`src/rtl/core/lhr_ram.sv`:
```
// Generic single-port-write, single-port-read RAM with a registered read.
module lhr_ram #(
  parameter int WIDTH = 8,
  parameter int DEPTH = 16
) (
  input  logic                                   clk,
  input  logic                                   we,
  input  logic [(DEPTH > 1 ? $clog2(DEPTH) : 1)-1:0] waddr,
  input  logic [WIDTH-1:0]                       wdata,
  input  logic [(DEPTH > 1 ? $clog2(DEPTH) : 1)-1:0] raddr,
  output logic [WIDTH-1:0]                       rdata
);

  logic [WIDTH-1:0] mem [DEPTH];

  always_ff @(posedge clk) begin
    if (we) begin
      mem[waddr] <= wdata;
    end
    rdata <= mem[raddr];
  end

endmodule

```
`config.mk`:
```
export PLATFORM = sky130hd
export DESIGN_NAME = lhr_ram
export DESIGN_NICKNAME = d
export VERILOG_FILES = /design/src/rtl/core/lhr_ram.sv
export SDC_FILE = /design/constraint.sdc
export NUM_CORES = 1
export LEC_CHECK = 0
export ABC_CLOCK_PERIOD_IN_PS = 2800
export BUFFER_PORTS_ARGS = -buffer_cell sky130_fd_sc_hd__buf_2
export CORE_MARGIN = 2
export CORE_UTILIZATION = 40
export DETAILED_ROUTE_END_ITERATION = 7
export GPL_TIMING_DRIVEN = 0
export PLACE_DENSITY = 0.61
export SETUP_SLACK_MARGIN = 0.05
export SYNTH_ARGS = -nofsm -noshare
export SYNTH_HDL_FRONTEND = slang
export SYNTH_SLANG_ARGS = --single-unit
```
`constraint.sdc`:
```
create_clock -name clk -period 2.8 [get_ports clk]
set_clock_uncertainty 0.2 [all_clocks]
set_input_delay 0.42 -clock clk [delete_from_list [all_inputs] [get_ports clk]]
set_output_delay 0.42 -clock clk [all_outputs]
set_load 0.02 [all_outputs]
```
==> reports/metrics.csv <==
metric,value,unit
status,"finished, final reports clean",
Worst path max stage delay,0.72,ns
drt total wl,9650,um
HP Start,wdata[2],
Num CTS Buffers,17,
Worst-Margin Slew,1.28,ns
Critical-path top delay cell,nor2_1,
maximum root-to-sink buffer count,2,
largest net degree at the start of global routing,17,
WS Path Type,in2reg,
Placed Cells,425,
share of layout cells above drive strength 1,0.285,
"setup slack, reg-to-reg",1.20,ns
post-layout min period,1.95,ns
final worst-path cycle share,0.695,
filler cell count,1054,
IO Port Bufs,24,
slew margin rel.,0.137,
Cell Rows,41,
Setup Buffers After CTS,0,
DRT Pass-1 Iters,4,
Critical Path RT,2.64,ns
GRT Util Overall,0.151,
"commonest non-fill, non-tap cell in the layout",edfxtp_1,
root buf cell,clkbuf_16,
total power,4.57,mW
Yosys warning total,0,
Worst Path Arrival,1.78,ns
synthesis-to-finish area growth,17.2,%
Reg2Reg Depth,3,
worst-path fanout max,8,
DIE WIDTH,117,um
Routed wire per std cell,21.2,um
Post-Syn Area per Cell,22.5,sq um
cell count after synthesis,229,
Post-Syn Nets,247,
Leak,2.01,nW
CP startpoint,waddr[2],
RePlAce Congestion,0.749,
# diodes,0,
CTS sink cnt,136,
Slew Limit Fails,0,
cts repair resizes,0,
FF-to-FF End,rdata[5],
initial antenna violation count,0,
sequential area share after synthesis,0.778,
floorplan core area,12600,sq um
full die area,13800,sq um
Initial Utilization,0.410,
final setup violation count,0,
Synth Cell Area,5150,sq um
crit-path cells,buf_2 -> or3b_2 -> nor2_1,
Clock transition at path regs,0.05,ns
pre-CTS WS,0.374,ns
number of global-route vias before repair,2472,
worst skew pair latency,0.41,ns
Routed Antenna Nets,0,
total negative slack,0,ns
H-tree depth,4,
CTS Hold Buffers Added,0,
DR vias,2378,
RSZ-0062 raised after global routing,no,
RR Startpoint,mem[1][5],
HP Class,in2reg,
Top-Level Pins,26,
highest-count cells in the layout ignoring fill and taps,"edfxtp_1, buf_2, mux4_2",
post-DP HPWL,6080,um
startpoint types,input port,
initial drt markers,159,
mean number of vias per cell,5.21,
FMAX,514,MHz
final hold vios,0,
Netlist cell types,19,
slack of the critical path,0.854,ns
Max-cap violations,0,
Layout Nets,290,
Worst VDD drop,0.424,mV
first-pass GRT wire length,14700,um
DRC viols,0,
die height,117,um
Critical Path Sink Type,flop,
worst hold path endpoint,mem[15][2],
Pwr per Cell Area,757,nW/um^2
Finished Layout Cells,456,
CTS tree,done,
#FFs+latches synth,136,
hold path cells,1,
overflow left after global routing,0,
-- sequential cells by signal (all words and copies together), names as in the netlist --
register,flops
mem,128
rdata,8
-- cells in the mapped netlist --
| cell | count | share of area |
|---|---|---|
| a22oi_1 | 16 | 0.023 |
| and2_1 | 1 | 0.0012 |
| and2b_1 | 1 | 0.0015 |
| buf_2 | 3 | 0.0029 |
| buf_4 | 1 | 0.0015 |
| buf_6 | 3 | 0.0066 |
| clkdlybuf4s25_2 | 3 | 0.0058 |
| dfxtp_1 | 8 | 0.031 |
| edfxtp_1 | 128 | 0.75 |
| mux4_1 | 14 | 0.071 |
| mux4_2 | 18 | 0.079 |
| nand2_1 | 9 | 0.0066 |
| nand2b_1 | 2 | 0.0024 |
| nand3_1 | 1 | 0.00097 |
| nand3b_1 | 2 | 0.0029 |
| nor2_1 | 13 | 0.0095 |
| nor2b_1 | 1 | 0.0012 |
| nor3_1 | 4 | 0.0039 |
| or3b_2 | 1 | 0.0017 |
-- cell families (layout without fill, tap and decap cells) --
kind of cell / Yosys count / after routing / synth area share
mux: 32 / 32 / 0.150
buf+inv: 10 / 65 / 0.0168
compound gates: 16 / 16 / 0.0233
simple gates: 35 / 35 / 0.0318
flops: 136 / 136 / 0.778
-- power breakdown --
part,switching (mW),internal (mW)
clock network,0.775,1.28
registers,0.00993,2.28
logic,0.135,0.0903
total,0.919,3.65
-- stage by stage --
| step | hold slack, ns | util | instance area [sq um] |
|---|---|---|---|
| after global placement | 0.462 | 0.436 | 5480 |
| after detailed placement | 0.474 | 0.437 | 5490 |
| after global routing | 0.190 | 0.480 | 6030 |
| after floorplan | 0.319 | - | 5150 |
| after CTS | 0.181 | 0.480 | 6030 |
| final | 0.193 | 0.480 | 6030 |
-- cell type report --
class	instances	area (sq um)	area share
sequential	136	4000	0.663
buffer	10	86.3	0.0143
clock inverter	13	113	0.0187
multi-input combinational	83	1070	0.177
timing repair buffer	24	120	0.0199
tap	172	215	0.0357
clock buffer	18	429	0.0711
-- critical path, delay by kind of cell --
family        cells  cell delay (ns)
buf+inv           1             0.11
simple gates      2             1.24
-- worst max-delay path by stage --
| stage | depth (start not counted) | slack, ns | end |
|---|---|---|---|
| 2_1_floorplan | 2 | 0.69 | mem[0][0] |
| 3_3_place_gp | 3 | -0.03 | mem[0][1] |
| 3_5_place_dp | 3 | 0.37 | mem[12][1] |
| 4_1_cts | 3 | 0.80 | mem[2][3] |
| 5_1_grt | 3 | 0.76 | mem[4][1] |
| 6_report | 3 | 0.85 | mem[3][1] |
-- metal layers --
| metal | wire, um | part of all wire | global-route usage | vias to the layer above |
|---|---|---|---|---|
| met2 | 4590 | 0.48 | 0.228 | 69 |
| li1 | - | - | - | 1061 |
| met3 | 585 | 0.061 | 0.0501 | 21 |
| met4 | 209 | 0.022 | 0.0693 | 0 |
| met5 | 0 | 0 | 0 | - |
| met1 | 4260 | 0.44 | 0.201 | 1227 |
No activity file was read; power rests on OpenSTA's default activity.
