$ cat src/rtl/core/lhr_pkg.sv
// Shared widths, constants and control types for the largest histogram rectangle unit.
package lhr_pkg;

  localparam int HEIGHT_W = 32;
  localparam int AREA_W   = 48;

  localparam logic [AREA_W-1:0] AREA_MAX = {AREA_W{1'b1}};

  typedef logic [HEIGHT_W-1:0] height_t;
  typedef logic [AREA_W-1:0]   area_t;

  // Control from the sequencer to the area scoring pipeline.
  typedef struct packed {
    logic valid;  // score one popped stack entry
    logic clear;  // reset the running best area for the next histogram
  } lhr_score_ctl_t;

endpackage

$ cat src/rtl/core/lhr_score.sv
// Area scoring pipeline: span subtract result in, multiply, saturate and keep the maximum.
module lhr_score
  import lhr_pkg::*;
#(
  parameter int SPAN_W = 17
) (
  input  logic           clk,
  input  logic           rst,
  input  lhr_score_ctl_t ctl,
  input  height_t        height,
  input  logic [SPAN_W-1:0] span,
  output area_t          best,
  output logic           busy
);

  localparam int PROD_W = HEIGHT_W + SPAN_W;
  localparam int CMP_W  = PROD_W > AREA_W ? PROD_W : AREA_W;

  logic              v1;
  logic              v2;
  height_t           h1;
  logic [SPAN_W-1:0] span1;
  logic [PROD_W-1:0] prod;
  logic [CMP_W-1:0]  prod_ext;
  area_t             area_sat;

  always_ff @(posedge clk) begin
    if (rst) begin
      v1 <= 1'b0;
      v2 <= 1'b0;
    end else begin
      v1 <= ctl.valid;
      v2 <= v1;
    end
  end

  always_ff @(posedge clk) begin
    h1    <= height;
    span1 <= span;
    prod  <= PROD_W'(h1) * PROD_W'(span1);
  end

  always_comb begin
    prod_ext = CMP_W'(prod);
    area_sat = (prod_ext > CMP_W'(AREA_MAX)) ? AREA_MAX : prod_ext[AREA_W-1:0];
  end

  always_ff @(posedge clk) begin
    if (rst || ctl.clear) begin
      best <= '0;
    end else if (v2 && (area_sat > best)) begin
      best <= area_sat;
    end
  end

  assign busy = v1 | v2;

endmodule

$ cat config.mk
export PLATFORM = sky130hd
export DESIGN_NAME = lhr_score
export DESIGN_NICKNAME = d
export VERILOG_FILES = /design/src/rtl/core/lhr_pkg.sv /design/src/rtl/core/lhr_score.sv
export SDC_FILE = /design/constraint.sdc
export NUM_CORES = 1
export LEC_CHECK = 0
export BUFFER_PORTS_ARGS = -buffer_cell sky130_fd_sc_hd__clkbuf_2
export CORE_ASPECT_RATIO = 1.4
export CORE_UTILIZATION = 29
export CTS_CLUSTER_SIZE = 25
export DETAILED_ROUTE_END_ITERATION = 10
export GPL_TIMING_DRIVEN = 0
export PLACE_DENSITY = 0.54
export SLEW_MARGIN = 20
export SYNTH_ARGS = -nofsm -noshare
export SYNTH_HDL_FRONTEND = slang
export SYNTH_SLANG_ARGS = --single-unit
$ cat constraint.sdc
create_clock -name clk -period 6 [get_ports clk]
set_input_delay 0 -clock clk [delete_from_list [all_inputs] [get_ports clk]]
set_output_delay 0 -clock clk [all_outputs]
set_load 0.02 [all_outputs]
==> impl_metrics.csv, run 1 <==
group,metric,value,unit
status,status,"finished, violations left",
status,violations,"setup timing",
finish,diodes,0,
global_routing,grt_usage,19.5,%
routing,post_drt_wl_per_cell,19.4,um
synthesis,async_reset_ff_share,0,%
cts,cts.sinks,148,
finish,final_common_cell,"inv_1",
floorplanning,io_pins,102,
critical_path,critPathLaunchType,"register",
finish,multi_input_area,18100,um2
timing,slew_viol_final,0,
timing,min_period,6.15,ns
cts,clock_path_buffers,2,
global_routing,grt_pass1_wl,116,mm
critical_path,worstSetupPathType,"register to register",
cts,clk_pin_slew,0.08,ns
cts,cts_tree,"built",
floorplanning,die-area,80300,um2
finish,utilization,36.5,%
finish,area_growth,24.1,%
synthesis,synth_area,23000,um2
floorplanning,placementRows,121,
placement,dp.cells,3700,
timing,period_share,102,%
placement,io_buffers,101,
timing,relSlewSlack,46.5,%
timing,layout_setup_ws,-0.148,ns
synthesis,synth-seq-cells,148,
synthesis,synth_edf_count,0,
job,drv_cap,0,
finish,fillers,8072,
critical_path,cp_max_fo,6,
finish,final_cell_mix,"inv_1 (554), fa_1 (428), nand2_1 (355)",
synthesis,synthDistinctLibCells,61,
global_routing,grt_max_degree,17,
routing,vias,17900,
finish,finalNonFillerCells,3861,
floorplanning,fp.dieH,335,um
synthesis,synth_nets,3227,
timing,max_freq,163,MHz
min_path,worstHoldPathType,"primary input to register",
synthesis,synth_top_flop_cell,"dfxtp_1",
synthesis,synthCells,2554,
routing,vias_per_cell,4.62,
placement,place.gp.congestion,0.920,
finish,seqCellArea,3120,um2
min_path,min_path_cells,2,
global_routing,grt_pass1_vias,19400,
critical_path,cp_data_arrival_time,6.51,ns
synthesis,yosysWarnings,0,
critical_path,reg2reg_depth,22,
finish,layout.nets,3477,
routing,drt_iter0_markers,815,
finish,drive_gt1_share,21.0,%
floorplanning,core_area,78100,um2
critical_path,end_kind,"register",
routing,drcViolationCount,0,
cts,numCtsBuffers,17,
timing,finalSetupViolCount,7,
floorplanning,initial_core_util,29.4,%
global_routing,antenna_found_initial,0,
cts,cts_max_level,4,
floorplanning,die_w,240,um
timing,rsz0062_at_grt,"true",
routing,firstDrtPassIters,5,
placement,dp_hpwl,60.9,mm
synthesis,seq_area_frac_synth,12.9,%
timing,clock_skew,0.0251,ns
timing,tightest_slew,0.802,ns
cts,clock_latency,0.52,ns
timing,hold_viol,0,
routing,drt_wl_total,74.9,mm
global_routing,grt-ovfl-total,0,
critical_path,required,6.36,ns
routing,drtAntennaViolNets,0,
synthesis,synth.avg_cell_area,8.99,um2
cts,root_buffer,"clkbuf_16",
-- stage by stage --
| stage | TNS [ns] | hold slack (ns) | area [um2] | setup WS [ns] |
|---|---|---|---|---|
| after floorplan | 0 | 0.0277 | 23000 | 0.00982 |
| after global placement | -40.77 | 0.103 | 24800 | -1.73 |
| after detailed placement | -38.75 | 0.104 | 24800 | -1.68 |
| after CTS | -1.16 | 0.0822 | 27700 | -0.234 |
| after global routing | -1.62 | 0.113 | 28500 | -0.261 |
| final | -0.341 | 0.116 | 28500 | -0.148 |
-- critical path, stage by stage (launching register included) --
cell       delay (ns)
dfxtp_4          0.50
clkbuf_16        0.22
nand2_2          0.06
fa_1             0.48
inv_1            0.05
fa_1             0.47
fa_1             0.56
fa_2             0.47
fa_1             0.50
inv_1            0.05
fa_1             0.49
inv_2            0.07
ha_4             0.26
buf_6            0.08
nor2_1           0.03
o31a_1           0.32
or3_4            0.37
a31oi_4          0.24
o211ai_1         0.11
buf_4            0.18
o211ai_1         0.08
o211ai_1         0.19
xnor2_2          0.20
-- cell usage after synthesis (2+ instances only) --
library cell	number	area, um2
buf_2	10	50.1
and2_1	219	1370
ha_1	171	2140
a31oi_1	7	43.8
buf_4	2	15.0
or3_1	5	31.3
a21oi_1	59	295
nand2b_1	2	12.5
fa_1	449	8990
nor2b_1	9	56.3
o21ai_0	32	160
a21boi_1	2	15.0
o21bai_1	9	67.6
nor3_1	8	40.0
a21boi_0	2	15.0
a21o_1	39	293
a211oi_2	20	250
o41ai_2	2	32.5
nor3b_1	2	15.0
xor2_1	15	131
nand4_1	25	156
o211ai_1	11	82.6
nand3_1	5	25.0
buf_6	4	45.0
or2_2	51	319
clkbuf_1	117	439
a221oi_1	2	17.5
and3_1	3	18.8
xnor2_1	26	228
o21a_1	14	105
nand2_1	367	1380
dfxtp_1	148	2960
a211oi_1	80	601
and4_1	2	17.5
nand3b_1	2	15.0
nor2_1	31	116
inv_1	578	2170
-- path summary, 6_finish.rpt --
| check | from | to | slack (ns) |
|---|---|---|---|
| setup / recovery | span1[13] | prod[48] | -0.15 |
| hold / removal | span[13] | span1[13] | 0.12 |
| setup reg to reg | span1[13] | prod[48] | -0.15 |
| hold reg to reg | v1 | v2 | 0.47 |
-- state kept, by name, indices dropped and copies added, names as in the netlist --
register  cells
prod         49
v2            1
v1            1
h1           32
best         48
span1        17
-- final cells by class --
| class | count | area share, % |
|---|---|---|
| Buffer | 119 | 5.11 |
| Clock buffer | 22 | 1.63 |
| Clock inverter | 9 | 0.255 |
| Inverter | 578 | 7.61 |
| Multi-Input combinational cell | 1695 | 63.4 |
| Sequential cell | 148 | 10.9 |
| Tap cell | 1045 | 4.59 |
| Timing Repair Buffer | 245 | 6.43 |
-- per-layer routing --
| metal | track usage, % | part of all wire, % | vias up |
|---|---|---|---|
| met3 | 2.91 | 4.9 | 173 |
| met1 | 22.2 | 39 | 8923 |
| li1 | - | - | 8212 |
| met4 | 12.2 | 6.2 | 0 |
| met2 | 34.0 | 50 | 548 |
| met5 | 0 | 0 | - |
-- cells by family after synthesis --
| kind of cell | count (synthesis) | share of synthesized area, % |
|---|---|---|
| simple gates | 737 | 15.8 |
| buf+inv | 711 | 11.8 |
| fa+ha+maj | 620 | 48.5 |
| compound gates | 297 | 9.47 |
| flops | 148 | 12.9 |
| xor+xnor | 41 | 1.56 |
-- timing repair --
action	4_1_cts	5_1_grt
hold endpoints to repair	51	0
hold buffers	51	0
buffers inserted	51	41
resized for setup	404	169
pin swaps	60	92
setup endpoints to repair	34	22
cloned	1	0
Power of run 1 is left out: the tool's default activity adds up to more than one toggle a clock period on the data nets, which glitch-free logic cannot reach.
==> inputs of run 2 (changes only) <==
--- a/config.mk
+++ b/config.mk
@@ -11,7 +11,7 @@
 export CTS_CLUSTER_SIZE = 25
 export DETAILED_ROUTE_END_ITERATION = 10
 export GPL_TIMING_DRIVEN = 0
-export PLACE_DENSITY = 0.54
+export PLACE_DENSITY = 0.43
 export SLEW_MARGIN = 20
 export SYNTH_ARGS = -nofsm -noshare
 export SYNTH_HDL_FRONTEND = slang
==> run 2 against run 1 <==
The run still ends with setup timing left. Global-route usage rose by 1.3 points. Routed wire length rose by 8.6%. Clock skew is 0.0044 ns lower. Final area increased by 1.4%. First-iteration DRC count fell by 17%. Non-clock buffer count increased by 18. Final cell count grew 0.52%. Sequential share of layout area fell by 0.12 points. Die area did not move. Setup slack worse by 0.047 ns. Count of clock-buffer cells in the layout down 2. Critical endpoint unchanged.
==> impl_metrics.csv, run 2 (same netlist as run 1, synthesis figures left out) <==
group,metric,value,unit
global_routing,grt_use_met2,37.4,%
cts,cts.sinks,148,
finish,largest_reg_flops,49,
timing,rsz0062_at_grt,"true",
global_routing,antenna_found_initial,3,
cts,cts_max_level,4,
timing,max_freq,161,MHz
floorplanning,placementRows,121,
finish,fillers,8153,
finish,area_growth,25.9,%
global_routing,grt_pass1_vias,19900,
status,violations,"setup timing",
placement,io_buffers,101,
floorplanning,fp.dieH,335,um
global_routing,gr-max-usage-layer,"met2",
min_path,worstHoldPathType,"primary input to register",
timing,relSlewSlack,42.8,%
finish,top_register,"prod",
placement,dp_hpwl,65.8,mm
timing,clock_skew,0.0207,ns
global_routing,grt_pass1_wl,122,mm
routing,firstDrtPassIters,5,
placement,place.gp.congestion,0.871,
floorplanning,core_area,78100,um2
finish,layout.nets,3495,
floorplanning,initial_core_util,29.4,%
cts,clk_pin_slew,0.08,ns
cts,cts_tree,"built",
cts,clock_path_buffers,2,
timing,finalSetupTns,-0.804,ns
critical_path,reg2reg_depth,21,
routing,vias,18100,
floorplanning,die_w,240,um
critical_path,slowest_delay,0.57,ns
timing,tightest_slew,0.858,ns
critical_path,cp_max_fo,6,
timing,finalSetupViolCount,11,
finish,reg_top3,"prod x49, best x48, h1 x32",
routing,drtAntennaViolNets,0,
cts,clock_latency,0.51,ns
timing,slew_viol_final,0,
global_routing,grt_usage,20.8,%
routing,drt_iter0_markers,677,
routing,drcViolationCount,0,
finish,final_common_cell,"inv_1",
global_routing,grt_max_degree,17,
global_routing,grt-ovfl-total,0,
timing,layout_setup_ws,-0.195,ns
global_routing,met3_usage,2.94,%
critical_path,cpMostUsedCell,"fa_1",
job,drv_cap,0,
critical_path,critPathLaunchType,"register",
cts,root_buffer,"clkbuf_16",
critical_path,worstSetupPathType,"register to register",
timing,period_share,103,%
floorplanning,die-area,80300,um2
finish,utilization,37.0,%
min_path,min_path_cells,2,
routing,drt_wl_total,81.4,mm
critical_path,required,6.37,ns
critical_path,crit_slowest_cell,"fa_2",
floorplanning,io_pins,102,
global_routing,grt_use_met1,24.4,%
routing,post_drt_wl_per_cell,21.0,um
critical_path,crit_chain,"clkbuf_16 > buf_12 > nand2_4 > fa_1 > inv_2 > fa_1 > fa_1 > fa_1 > fa_1 > inv_1 > fa_2 > inv_2 > ha_4 > nand2_4 > o31a_1 > or3_4 > a31oi_4 > o211ai_1 > o211ai_1 > o211ai_1 > xnor2_2",
timing,min_period,6.20,ns
critical_path,end_kind,"register",
cts,numCtsBuffers,17,
routing,vias_per_cell,4.66,
finish,final_cell_mix,"inv_1 (556), fa_1 (411), nand2_1 (350)",
status,status,"finished, violations left",
finish,drive_gt1_share,22.6,%
critical_path,cp_data_arrival_time,6.56,ns
timing,hold_viol,0,
-- run 2: cell types whose count changed in the layout (fill, tap and decap cells not counted), sizes merged --
cell,delta
clkinv,+2
clkbuf,+8
diode,+1
inv,+1
bufinv,+4
clkinvlp,-4
buf,+8
-- run 2: layout make-up --
class,instances,area [um2],area share [%]
antenna,1,2.50,0.00866
buffer,117,1430,4.93
clock buffer,20,447,1.55
clock inverter,12,195,0.675
inverter,578,2170,7.50
multi-input combinational,1695,18200,63.0
sequential,148,3130,10.8
tap,1045,1310,4.52
timing repair buffer,265,2020,7.00
-- run 2: worst max-delay path, delay by kind of cell, from the launching register on --
| family | cells | cell delay (ns) |
|---|---|---|
| DFF | 1 | 0.48 |
| and+or+nand+nor | 3 | 0.44 |
| adders and majority gates | 7 | 3.36 |
| AOI/OAI and AO/OA | 5 | 1.12 |
| xor gates and xnor gates | 1 | 0.19 |
| buffers and inverters | 5 | 0.45 |
-- run 2: worst paths after layout --
kind              slack (ns)        to  startpoint
setup reg to reg       -0.20  prod[48]   span1[12]
setup / recovery       -0.20  prod[48]   span1[12]
hold reg to reg         0.47        v2          v1
hold / removal          0.12    h1[15]  height[15]
-- run 2: layer usage --
layer	share of wire [%]	routed length, um
met1	41	33000
met2	51	41500
met3	3.9	3170
met4	4.6	3740
met5	0	0
-- run 2: what timing repair did --
item | 4_1_cts | 5_1_grt
pin swaps | 50 | 71
endpoints found under the hold margin | 51 | 0
gates resized for setup | 449 | 156
setup endpoints to repair | 34 | 20
cloned | 0 | 3
hold buffers | 51 | 0
buffers inserted | 58 | 54
-- run 2: metrics by stage --
stage,hold WS [ns],worst slack (ns),instances,area [um2]
2_1_floorplan,0.0277,0.00982,2554,23000
3_3_place_gp,0.102,-1.92,3700,24800
3_5_place_dp,0.104,-1.97,3700,24800
4_1_cts,0.0782,-0.261,3829,28000
5_1_grt,0.116,-0.388,3880,28900
6_report,0.121,-0.195,3881,28900
Power of run 2 is left out for the same reason.
